### src/rtl/core/motor_speed_pid_step_assert.svh
// ----------------------------------------------------------------------------
// motor speed pid step: assertion macros
// shared concurrent assertion forms, clocked on clk and muted while rst_n is low
// ----------------------------------------------------------------------------
`ifndef MOTOR_SPEED_PID_STEP_ASSERT_SVH
`define MOTOR_SPEED_PID_STEP_ASSERT_SVH

// consequent must hold in the same cycle as the antecedent
`define MSPID_ASSERT_NOW(lbl, ante, cons) \
  lbl: assert property (@(posedge clk) disable iff (!rst_n) (ante) |-> (cons)) \
    else $error("%m: check failed");

// consequent must hold in the cycle after the antecedent
`define MSPID_ASSERT_NEXT(lbl, ante, cons) \
  lbl: assert property (@(posedge clk) disable iff (!rst_n) (ante) |=> (cons)) \
    else $error("%m: check failed");

`endif

### src/rtl/core/mspid_pkg.sv
// ----------------------------------------------------------------------------
// mspid_pkg
// types and fixed constants shared by the motor speed pid step block
// ----------------------------------------------------------------------------
package mspid_pkg;

  // field and datapath widths
  localparam int DATA_W    = 16;
  localparam int CFG_IDX_W = 3;
  localparam int ERR_W     = 17;
  localparam int TOTAL_W   = 32;
  localparam int DERR_W    = 18;
  localparam int ACC_W     = 50;

  // configuration register indices
  localparam logic [CFG_IDX_W-1:0] REG_TARGET   = 3'd0;
  localparam logic [CFG_IDX_W-1:0] REG_GAIN_P   = 3'd1;
  localparam logic [CFG_IDX_W-1:0] REG_GAIN_I   = 3'd2;
  localparam logic [CFG_IDX_W-1:0] REG_GAIN_D   = 3'd3;
  localparam logic [CFG_IDX_W-1:0] REG_MODE     = 3'd4;
  localparam logic [CFG_IDX_W-1:0] REG_FALLBACK = 3'd5;

  // loop mode codes
  localparam logic [1:0] MODE_P   = 2'd0;
  localparam logic [1:0] MODE_PI  = 2'd1;
  localparam logic [1:0] MODE_PID = 2'd2;

  // error terms produced for one tick
  typedef struct packed {
    logic signed [ERR_W-1:0]   err;
    logic signed [TOTAL_W-1:0] total;
    logic signed [DERR_W-1:0]  derr;
  } err_stage_t;

endpackage

### src/rtl/core/motor_speed_pid_step.sv
// ----------------------------------------------------------------------------
// motor_speed_pid_step
// incremental pid speed controller with deadband, one control tick per request
// ----------------------------------------------------------------------------
// One request carries the measured encoder period and the duty now applied;
// one duty command comes back for every request, in order. The block takes a
// new request in every clock cycle while in_stall is low, and each request
// reaches the result register through a six-register pipeline
// (error, error history, three multipliers, sum, rounding, duty clamp). A
// stage moves whenever the stage after it is free, so requests keep being
// taken while a result waits under out_stall until every stage is full.
// The error is target_period minus measured_period and is forced to zero
// when -DEADBAND <= error < DEADBAND. The error sum saturates at the 32-bit
// signed rails and keeps running in every loop mode; the derivative term uses
// the difference of the two previous errors. The weighted sum is divided by
// 2**GAIN_SHIFT rounding toward zero and added to the present duty; a result
// of zero or below gives fallback_duty, one above 65535 gives 65535. Loop
// mode 3 acts as pid. Write the registers only while no request is in flight.
// ----------------------------------------------------------------------------
module motor_speed_pid_step #(
  parameter int DEADBAND   = 5,
  parameter int GAIN_SHIFT = 8
) (
  input  logic                                clk,
  input  logic                                rst_n,
  // configuration write port
  input  logic                                cfg_wr_en,
  input  logic [mspid_pkg::CFG_IDX_W-1:0]     cfg_index,
  input  logic [mspid_pkg::DATA_W-1:0]        cfg_wdata,
  // request channel
  input  logic                                in_valid,
  output logic                                in_stall,
  input  logic [mspid_pkg::DATA_W-1:0]        in_measured_period,
  input  logic [mspid_pkg::DATA_W-1:0]        in_present_duty,
  // result channel
  output logic                                out_valid,
  input  logic                                out_stall,
  output logic [mspid_pkg::DATA_W-1:0]        out_duty_command
);

  `include "motor_speed_pid_step_assert.svh"

  localparam int DATA_W  = mspid_pkg::DATA_W;
  localparam int ERR_W   = mspid_pkg::ERR_W;
  localparam int TOTAL_W = mspid_pkg::TOTAL_W;
  localparam int DERR_W  = mspid_pkg::DERR_W;
  localparam int ACC_W   = mspid_pkg::ACC_W;
  localparam int PP_W    = ERR_W + DATA_W;    // proportional product
  localparam int PI_W    = TOTAL_W + DATA_W;  // integral product
  localparam int PD_W    = DERR_W + DATA_W;   // derivative product

  // deadband edges: errors in [-DEADBAND, DEADBAND) are ignored
  localparam logic signed [ERR_W-1:0] DB_HI = ERR_W'(DEADBAND);
  localparam logic signed [ERR_W-1:0] DB_LO = -DB_HI;

  // added to a negative sum before the arithmetic shift, so it truncates toward zero
  localparam logic signed [ACC_W-1:0] RND_BIAS = ACC_W'((64'd1 << GAIN_SHIFT) - 64'd1);

  // --------------------------------------------------------------------------
  // configuration registers
  // --------------------------------------------------------------------------
  logic        [DATA_W-1:0] cfg_target_r;
  logic signed [DATA_W-1:0] cfg_gain_p_r;
  logic signed [DATA_W-1:0] cfg_gain_i_r;
  logic signed [DATA_W-1:0] cfg_gain_d_r;
  logic        [1:0]        cfg_mode_r;
  logic        [DATA_W-1:0] cfg_fallback_r;

  always_ff @(posedge clk) begin
    if (!rst_n) begin
      cfg_target_r   <= '0;
      cfg_gain_p_r   <= '0;
      cfg_gain_i_r   <= '0;
      cfg_gain_d_r   <= '0;
      cfg_mode_r     <= mspid_pkg::MODE_PID;
      cfg_fallback_r <= '0;
    end else if (cfg_wr_en) begin
      unique case (cfg_index)
        mspid_pkg::REG_TARGET:   cfg_target_r   <= cfg_wdata;
        mspid_pkg::REG_GAIN_P:   cfg_gain_p_r   <= cfg_wdata;
        mspid_pkg::REG_GAIN_I:   cfg_gain_i_r   <= cfg_wdata;
        mspid_pkg::REG_GAIN_D:   cfg_gain_d_r   <= cfg_wdata;
        mspid_pkg::REG_MODE:     cfg_mode_r     <= cfg_wdata[1:0];
        mspid_pkg::REG_FALLBACK: cfg_fallback_r <= cfg_wdata;
        default: ;  // writes past the last register are dropped
      endcase
    end
  end

  // --------------------------------------------------------------------------
  // pipeline flow control: a stage can load when it is empty or moving on
  // --------------------------------------------------------------------------
  logic v1_r, v2_r, v3_r, v4_r, v5_r, out_valid_r;
  logic rdy1, rdy2, rdy3, rdy4, rdy5, rdy_out;

  always_comb begin
    rdy_out = !out_valid_r || !out_stall;
    rdy5    = !v5_r || rdy_out;
    rdy4    = !v4_r || rdy5;
    rdy3    = !v3_r || rdy4;
    rdy2    = !v2_r || rdy3;
    rdy1    = !v1_r || rdy2;
  end

  assign in_stall  = !rdy1;
  assign out_valid = out_valid_r;

  always_ff @(posedge clk) begin
    if (!rst_n) begin
      v1_r        <= 1'b0;
      v2_r        <= 1'b0;
      v3_r        <= 1'b0;
      v4_r        <= 1'b0;
      v5_r        <= 1'b0;
      out_valid_r <= 1'b0;
    end else begin
      if (rdy1)    v1_r        <= in_valid;
      if (rdy2)    v2_r        <= v1_r;
      if (rdy3)    v3_r        <= v2_r;
      if (rdy4)    v4_r        <= v3_r;
      if (rdy5)    v5_r        <= v4_r;
      if (rdy_out) out_valid_r <= v5_r;
    end
  end

  // --------------------------------------------------------------------------
  // stage 1: error against the setpoint, deadband
  // --------------------------------------------------------------------------
  logic signed [ERR_W-1:0]  err_raw;
  logic signed [ERR_W-1:0]  err_nxt;
  logic signed [ERR_W-1:0]  err1_r;
  logic        [DATA_W-1:0] duty1_r;

  always_comb begin
    err_raw = signed'({1'b0, cfg_target_r}) - signed'({1'b0, in_measured_period});
    err_nxt = (err_raw >= DB_LO && err_raw < DB_HI) ? '0 : err_raw;
  end

  always_ff @(posedge clk) begin
    if (in_valid && rdy1) begin
      err1_r  <= err_nxt;
      duty1_r <= in_present_duty;
    end
  end

  // --------------------------------------------------------------------------
  // stage 2: error history (sum, lagged difference) updated in request order
  // --------------------------------------------------------------------------
  mspid_pkg::err_stage_t    stage2;
  logic        [DATA_W-1:0] duty2_r;

  mspid_err_state u_err_state (
    .clk     (clk),
    .rst_n   (rst_n),
    .load    (v1_r && rdy2),
    .err_i   (err1_r),
    .stage_o (stage2)
  );

  always_ff @(posedge clk) begin
    if (v1_r && rdy2) begin
      duty2_r <= duty1_r;
    end
  end

  // --------------------------------------------------------------------------
  // stage 3: the three gain products, each registered
  // --------------------------------------------------------------------------
  logic signed [PP_W-1:0]   prod_p_nxt;
  logic signed [PI_W-1:0]   prod_i_nxt;
  logic signed [PD_W-1:0]   prod_d_nxt;
  logic signed [PP_W-1:0]   prod_p3_r;
  logic signed [PI_W-1:0]   prod_i3_r;
  logic signed [PD_W-1:0]   prod_d3_r;
  logic        [DATA_W-1:0] duty3_r;

  always_comb begin
    prod_p_nxt = stage2.err   * cfg_gain_p_r;
    prod_i_nxt = stage2.total * cfg_gain_i_r;
    prod_d_nxt = stage2.derr  * cfg_gain_d_r;
  end

  always_ff @(posedge clk) begin
    if (v2_r && rdy3) begin
      prod_p3_r <= prod_p_nxt;
      prod_i3_r <= prod_i_nxt;
      prod_d3_r <= prod_d_nxt;
      duty3_r   <= duty2_r;
    end
  end

  // --------------------------------------------------------------------------
  // stage 4: weighted sum, terms picked by the loop mode
  // --------------------------------------------------------------------------
  logic                     use_i;
  logic                     use_d;
  logic signed [ACC_W-1:0]  term_i;
  logic signed [ACC_W-1:0]  term_d;
  logic signed [ACC_W-1:0]  acc_nxt;
  logic signed [ACC_W-1:0]  acc4_r;
  logic        [DATA_W-1:0] duty4_r;

  always_comb begin
    use_i = 1'b1;
    use_d = 1'b1;
    case (cfg_mode_r)
      mspid_pkg::MODE_P: begin
        use_i = 1'b0;
        use_d = 1'b0;
      end
      mspid_pkg::MODE_PI: begin
        use_d = 1'b0;
      end
      default: ;  // pid, and the spare code behaves the same
    endcase
    term_i  = use_i ? ACC_W'(prod_i3_r) : ACC_W'(0);
    term_d  = use_d ? ACC_W'(prod_d3_r) : ACC_W'(0);
    acc_nxt = ACC_W'(prod_p3_r) + term_i + term_d;
  end

  always_ff @(posedge clk) begin
    if (v3_r && rdy4) begin
      acc4_r  <= acc_nxt;
      duty4_r <= duty3_r;
    end
  end

  // --------------------------------------------------------------------------
  // stage 5: gain scaling, rounded toward zero
  // --------------------------------------------------------------------------
  logic signed [ACC_W-1:0]  acc_biased;
  logic signed [ACC_W-1:0]  corr_nxt;
  logic signed [ACC_W-1:0]  corr5_r;
  logic        [DATA_W-1:0] duty5_r;

  always_comb begin
    acc_biased = acc4_r[ACC_W-1] ? (acc4_r + RND_BIAS) : acc4_r;
    corr_nxt   = acc_biased >>> GAIN_SHIFT;
  end

  always_ff @(posedge clk) begin
    if (v4_r && rdy5) begin
      corr5_r <= corr_nxt;
      duty5_r <= duty4_r;
    end
  end

  // --------------------------------------------------------------------------
  // result register: corrected duty, fallback below one, clipped at the top
  // --------------------------------------------------------------------------
  logic signed [ACC_W:0]    duty_sum;
  logic        [DATA_W-1:0] duty_nxt;
  logic        [DATA_W-1:0] duty_out_r;

  always_comb begin
    duty_sum = signed'((ACC_W+1)'({1'b0, duty5_r})) + (ACC_W+1)'(corr5_r);
    if (duty_sum <= 0) begin
      duty_nxt = cfg_fallback_r;
    end else if (duty_sum > signed'((ACC_W+1)'({DATA_W{1'b1}}))) begin
      duty_nxt = {DATA_W{1'b1}};
    end else begin
      duty_nxt = duty_sum[DATA_W-1:0];
    end
  end

  always_ff @(posedge clk) begin
    if (v5_r && rdy_out) begin
      duty_out_r <= duty_nxt;
    end
  end

  assign out_duty_command = duty_out_r;

  // --------------------------------------------------------------------------
  // checks
  // --------------------------------------------------------------------------
  // upstream back-pressure only arises once a result is held at the output
  `MSPID_ASSERT_NOW(a_stall_only_when_out_full, in_stall, out_valid_r)
  // a request taken always occupies the first stage next cycle
  `MSPID_ASSERT_NEXT(a_request_enters_pipe, in_valid && !in_stall, v1_r)
  // no result appears without a request behind it
  `MSPID_ASSERT_NEXT(a_no_invented_result, out_valid_r && !out_stall && !v5_r, !out_valid_r)

endmodule

### src/rtl/core/mspid_err_state.sv
// ----------------------------------------------------------------------------
// mspid_err_state
// error history: saturating error sum, lagged error difference, one tick per load
// ----------------------------------------------------------------------------
module mspid_err_state (
  input  logic                                    clk,
  input  logic                                    rst_n,
  input  logic                                    load,
  input  logic signed [mspid_pkg::ERR_W-1:0]      err_i,
  output mspid_pkg::err_stage_t                   stage_o
);

  `include "motor_speed_pid_step_assert.svh"

  localparam int ERR_W   = mspid_pkg::ERR_W;
  localparam int TOTAL_W = mspid_pkg::TOTAL_W;
  localparam int DERR_W  = mspid_pkg::DERR_W;

  localparam logic signed [TOTAL_W-1:0] TOTAL_MAX = {1'b0, {(TOTAL_W-1){1'b1}}};
  localparam logic signed [TOTAL_W-1:0] TOTAL_MIN = {1'b1, {(TOTAL_W-1){1'b0}}};

  logic signed [TOTAL_W-1:0] error_total_r;
  logic signed [ERR_W-1:0]   error_last_r;
  logic signed [ERR_W-1:0]   error_before_last_r;

  logic signed [TOTAL_W:0]   sum_wide;
  logic signed [TOTAL_W-1:0] total_nxt;
  logic signed [DERR_W-1:0]  derr_nxt;

  always_comb begin
    sum_wide = (TOTAL_W+1)'(error_total_r) + (TOTAL_W+1)'(err_i);
    // top two bits disagree: clip to the rail on the side of the sign
    if (sum_wide[TOTAL_W] != sum_wide[TOTAL_W-1]) begin
      total_nxt = sum_wide[TOTAL_W] ? TOTAL_MIN : TOTAL_MAX;
    end else begin
      total_nxt = sum_wide[TOTAL_W-1:0];
    end
    derr_nxt = DERR_W'(error_last_r) - DERR_W'(error_before_last_r);
  end

  always_ff @(posedge clk) begin
    if (!rst_n) begin
      error_total_r       <= '0;
      error_last_r        <= '0;
      error_before_last_r <= '0;
    end else if (load) begin
      error_total_r       <= total_nxt;
      error_last_r        <= err_i;
      error_before_last_r <= error_last_r;
    end
  end

  always_ff @(posedge clk) begin
    if (load) begin
      stage_o.err   <= err_i;
      stage_o.total <= total_nxt;
      stage_o.derr  <= derr_nxt;
    end
  end

  `MSPID_ASSERT_NEXT(a_sum_holds_top, load && error_total_r == TOTAL_MAX && err_i >= 0, error_total_r == TOTAL_MAX)
  `MSPID_ASSERT_NEXT(a_sum_holds_bottom, load && error_total_r == TOTAL_MIN && err_i <= 0, error_total_r == TOTAL_MIN)

endmodule

### config.mk
export PLATFORM = sky130hd
export DESIGN_NAME = motor_speed_pid_step
export DESIGN_NICKNAME = d
export VERILOG_FILES = /design/src/rtl/core/mspid_pkg.sv /design/src/rtl/core/motor_speed_pid_step.sv /design/src/rtl/core/mspid_err_state.sv
export VERILOG_INCLUDE_DIRS = /design/src /design/src/rtl/core
export SDC_FILE = /design/constraint.sdc
export NUM_CORES = 2
export LEC_CHECK = 0
export BUFFER_PORTS_ARGS = -buffer_cell sky130_fd_sc_hd__buf_2
export CORE_ASPECT_RATIO = 1.2
export CORE_MARGIN = 2
export CORE_UTILIZATION = 34
export CTS_BUF_LIST = sky130_fd_sc_hd__clkbuf_2
export DETAILED_ROUTE_END_ITERATION = 7
export PLACE_DENSITY = 0.47
export SKIP_LAST_GASP = 1
export SLEW_MARGIN = 5
export SYNTH_ARGS = -nofsm -noshare
export SYNTH_HDL_FRONTEND = slang
export SYNTH_SLANG_ARGS = --single-unit
### constraint.sdc
create_clock -name clk -period 9.3 [get_ports clk]
set_clock_uncertainty 0.05 [all_clocks]
set_input_delay 1.86 -clock clk [delete_from_list [all_inputs] [get_ports clk]]
set_output_delay 1.86 -clock clk [all_outputs]
set_load 0.05 [all_outputs]
==> flow_metrics.env <==
export IMPL_synth_main_ff_cell="edfxtp_1"
export IMPL_grt_max_degree=80
export IMPL_ir_worst_vdd_mv=0.183
export IMPL_viasPerCell=4.82
export IMPL_insertion_delay_ns=1.63
export IMPL_cp_required_ns=10.55
export IMPL_numCtsBuffers=157
export IMPL_cp_max_fo=18
export IMPL_die_width_um=405
export IMPL_post_route_util_pct=36.8
export IMPL_ys_top_cells_by_area="fa_1 34%, edfxtp_1 18%, ha_1 7.9%"
export IMPL_worstSetupPathType="reg2reg"
export IMPL_syn_num_nets=8326
export IMPL_place_gp_congestion=0.863
export IMPL_drt_initial_drc_count=2300
export IMPL_synthAdderAreaFrac_pct=41.8
export IMPL_tightest_slew_ns=1.13
export IMPL_slowest_delay_ns=0.96
export IMPL_cts_clk_slew_worst_paths_ns=0.11
export IMPL_drc=0
export IMPL_ctsHoldBuffers=0
export IMPL_muxShareOfSynthArea_pct=0.0609
export IMPL_synthArstFlopShare_pct=0
export IMPL_period_minus_slack_ns=8.03
export IMPL_slew_violations=0
export IMPL_p_per_area_nw_per_um2=133
export IMPL_hp_class="reg2reg"
export IMPL_grt_ovfl_total=0
export IMPL_synth_area_um2=65700
export IMPL_synth_compound_area_share_pct=8.18
export IMPL_grt_pass1_wl_um=293000
export IMPL_yosysSeqAreaShare_pct=22.4
export IMPL_relSlewSlack_pct=24.7
export IMPL_synth_distinct_cells=91
export IMPL_drt_pass1_iterations=5
export IMPL_io_buffers=73
export IMPL_cp_slowest_cell="dfxtp_1"
export IMPL_fp_dieH_um=486
export IMPL_avgRoutedWirePerCell_um=19.5
export IMPL_final_nets=8390
export IMPL_yosys_area_share_simple_pct=15.1
export IMPL_start_kind="flip-flop"
export IMPL_path_cells="buf_4 > nand2_1 > fa_1 > inv_1 > fa_1 > fa_1 > fa_1 > fa_1 > inv_1 > fa_1 > inv_1 > ha_1 > a211oi_1 > o21ai_0 > a21oi_1 > o31a_1 > o2111ai_1 > a31oi_1 > o21ai_0 > a21o_1 > a221o_1 > a21oi_1 > xnor2_1"
export IMPL_synth_cells=6752
export IMPL_hold_viol=0
export IMPL_fp_dieArea_um2=197000
export IMPL_core_rowCount=176
export IMPL_vias=45900
export IMPL_dp_hpwl_um=146000
export IMPL_syn_avg_cell_area_um2=9.73
export IMPL_cts_tree="done"
export IMPL_finalSetupTns_ns=0
export IMPL_status="completed"
export IMPL_totalWireLength_um=185000
export IMPL_netlist_area_leader_share_pct=33.7
export IMPL_max_freq_ghz=0.125
export IMPL_final_cell_mix="1,307 x inv_1, 1,105 x fa_1, 967 x nand2_1"
export IMPL_grt_setup_unrepaired="no"
export IMPL_synth_edf_count=387
export IMPL_cts_root_buf="clkbuf_2"
export IMPL_grt_use_total_pct=19.5
export IMPL_cp_end_kind="flip-flop"
export IMPL_crit_arrival_ns=9.28
export IMPL_cts_setup_buffers=0
export IMPL_fill_cells=19500
export IMPL_yosysWarnings=0
export IMPL_start_util_pct=34.3
export IMPL_cp_common_cell="fa_1"
export IMPL_design_core_area_um2=192000
export IMPL_leakage_nw=32.6
export IMPL_ant_nets=0
export IMPL_cts_resized=0
export IMPL_cts_sinks=541
export IMPL_finalCritPeriodShare_pct=86.3
export IMPL_synth_top_family_by_area="adder cells"
export IMPL_final_common_cell="inv_1"
export IMPL_drive_gt1_share_pct=6.51
export IMPL_antenna_found_initial=12
export IMPL_ioPinCount=74
export IMPL_cap_violations=0
export IMPL_synth_xor_area_share_pct=3.56
export IMPL_htreeDepth=4
export IMPL_cts_buffer_depth=3
export IMPL_setup_violations_final=0
export IMPL_grt_pass1_vias=50300
export IMPL_area_growth_pct=7.29
export IMPL_ys_seq_elements=541
export IMPL_yosysTopAreaCell="fa_1"
-- per-layer routing --
metal,wire length (um),GRT usage [%]
met5,13,0
met4,6030,6.40
met3,7140,2.56
met2,93100,34.7
met1,79200,24.3
-- state kept, by name, summed over array words and instances, names as in the netlist, 17 cells and up --
name / cells
prod_i3_r: 48
u_err_state.error_before_last_r: 17
prod_d3_r: 34
u_err_state.stage_o: 67
corr5_r: 42
prod_p3_r: 33
err1_r: 17
u_err_state.error_last_r: 17
u_err_state.error_total_r: 32
acc4_r: 50
-- per-stage QoR --
step / worst slack, ns / instance area (um2) / instances / power, mW / hold WS (ns)
floorplan: 0.522 / 65700 / 6752 / 6.12 / 0.350
global placement: 1.34 / 69000 / 9238 / 7.49 / 0.357
detailed placement: 1.31 / 69000 / 9238 / 7.52 / 0.355
CTS: 1.23 / 70500 / 9522 / 9.54 / 0.0523
global route: 0.801 / 70500 / 9528 / 10.1 / 0.0674
finish: 1.27 / 70500 / 9530 / 9.37 / 0.326
-- where the power goes --
group	leakage, nW	switching, mW	internal [mW]
Combinational	26.6	2.28	1.52
Sequential	4.83	0.647	2.99
Clock	1.12	1.21	0.731
-- area by class of cell --
class,instances,area [um2],share of cell area (%)
diodes,8,20.0,0.0284
clock buffers,218,1090,1.55
clock inverters,66,417,0.591
inverters,1309,4920,6.97
multi-input cells,4666,45200,64.2
flip-flops and latches,541,14700,20.9
well taps,2581,3230,4.58
repair buffers,141,878,1.25
-- worst paths after layout --
| check | startpoint | end | slack [ns] | depth (start not counted) |
|---|---|---|---|---|
| worst max-delay path | cfg_gain_i_r[10]$_SDFFE_PN0P_ | prod_i3_r[47]$_DFFE_PP_ | 1.27 | 23 |
| worst min-delay path | duty4_r[0]$_DFFE_PP_ | duty5_r[0]$_DFFE_PP_ | 0.33 | 0 |
| worst max register to register | cfg_gain_i_r[10]$_SDFFE_PN0P_ | prod_i3_r[47]$_DFFE_PP_ | 1.27 | 23 |
| worst min register to register | duty4_r[0]$_DFFE_PP_ | duty5_r[0]$_DFFE_PP_ | 0.33 | 0 |
-- cell families (layout without fill, tap and decap cells) --
| group | Yosys count | in the layout |
|---|---|---|
| fa+ha+maj | 1538 | 1538 |
| compound gates | 786 | 786 |
| mux | 4 | 4 |
| buf+inv | 1545 | 1734 |
| flops | 541 | 541 |
| simple gates | 2071 | 2071 |
| xor+xnor | 267 | 267 |
| other cells | 0 | 8 |
-- synth_stat cells, drive strengths merged, types with 12 or more instances --
cell type and instances:
a211o 13, a211oi 30, a21boi 128, a21o 101, a21oi 164, a31o 12
a31oi 27, and2 461, and3 41, buf 12, clkbuf 224, dfxtp 154
edfxtp 387, fa 1105, ha 413, inv 1309, maj3 20, nand2 968
nand2b 53, nand3 45, nand4 30, nor2 233, nor2b 91, nor3 54
nor4 15, o211ai 12, o21a 30, o21ai 132, o21bai 32, o22a 15
o31ai 16, or2 17, or3 19, or4 14, xnor2 189, xor2 78
-- critical path, delay by kind of cell (launching register included) --
kind	cells	cell delay, ns
AOI/OAI and AO/OA	10	2.62
xor gates and xnor gates	1	0.08
adders and majority gates	7	3.21
buffers and inverters	4	0.61
DFF	1	0.96
and+or+nand+nor	1	0.14
Power figures use the tool's default switching activity.
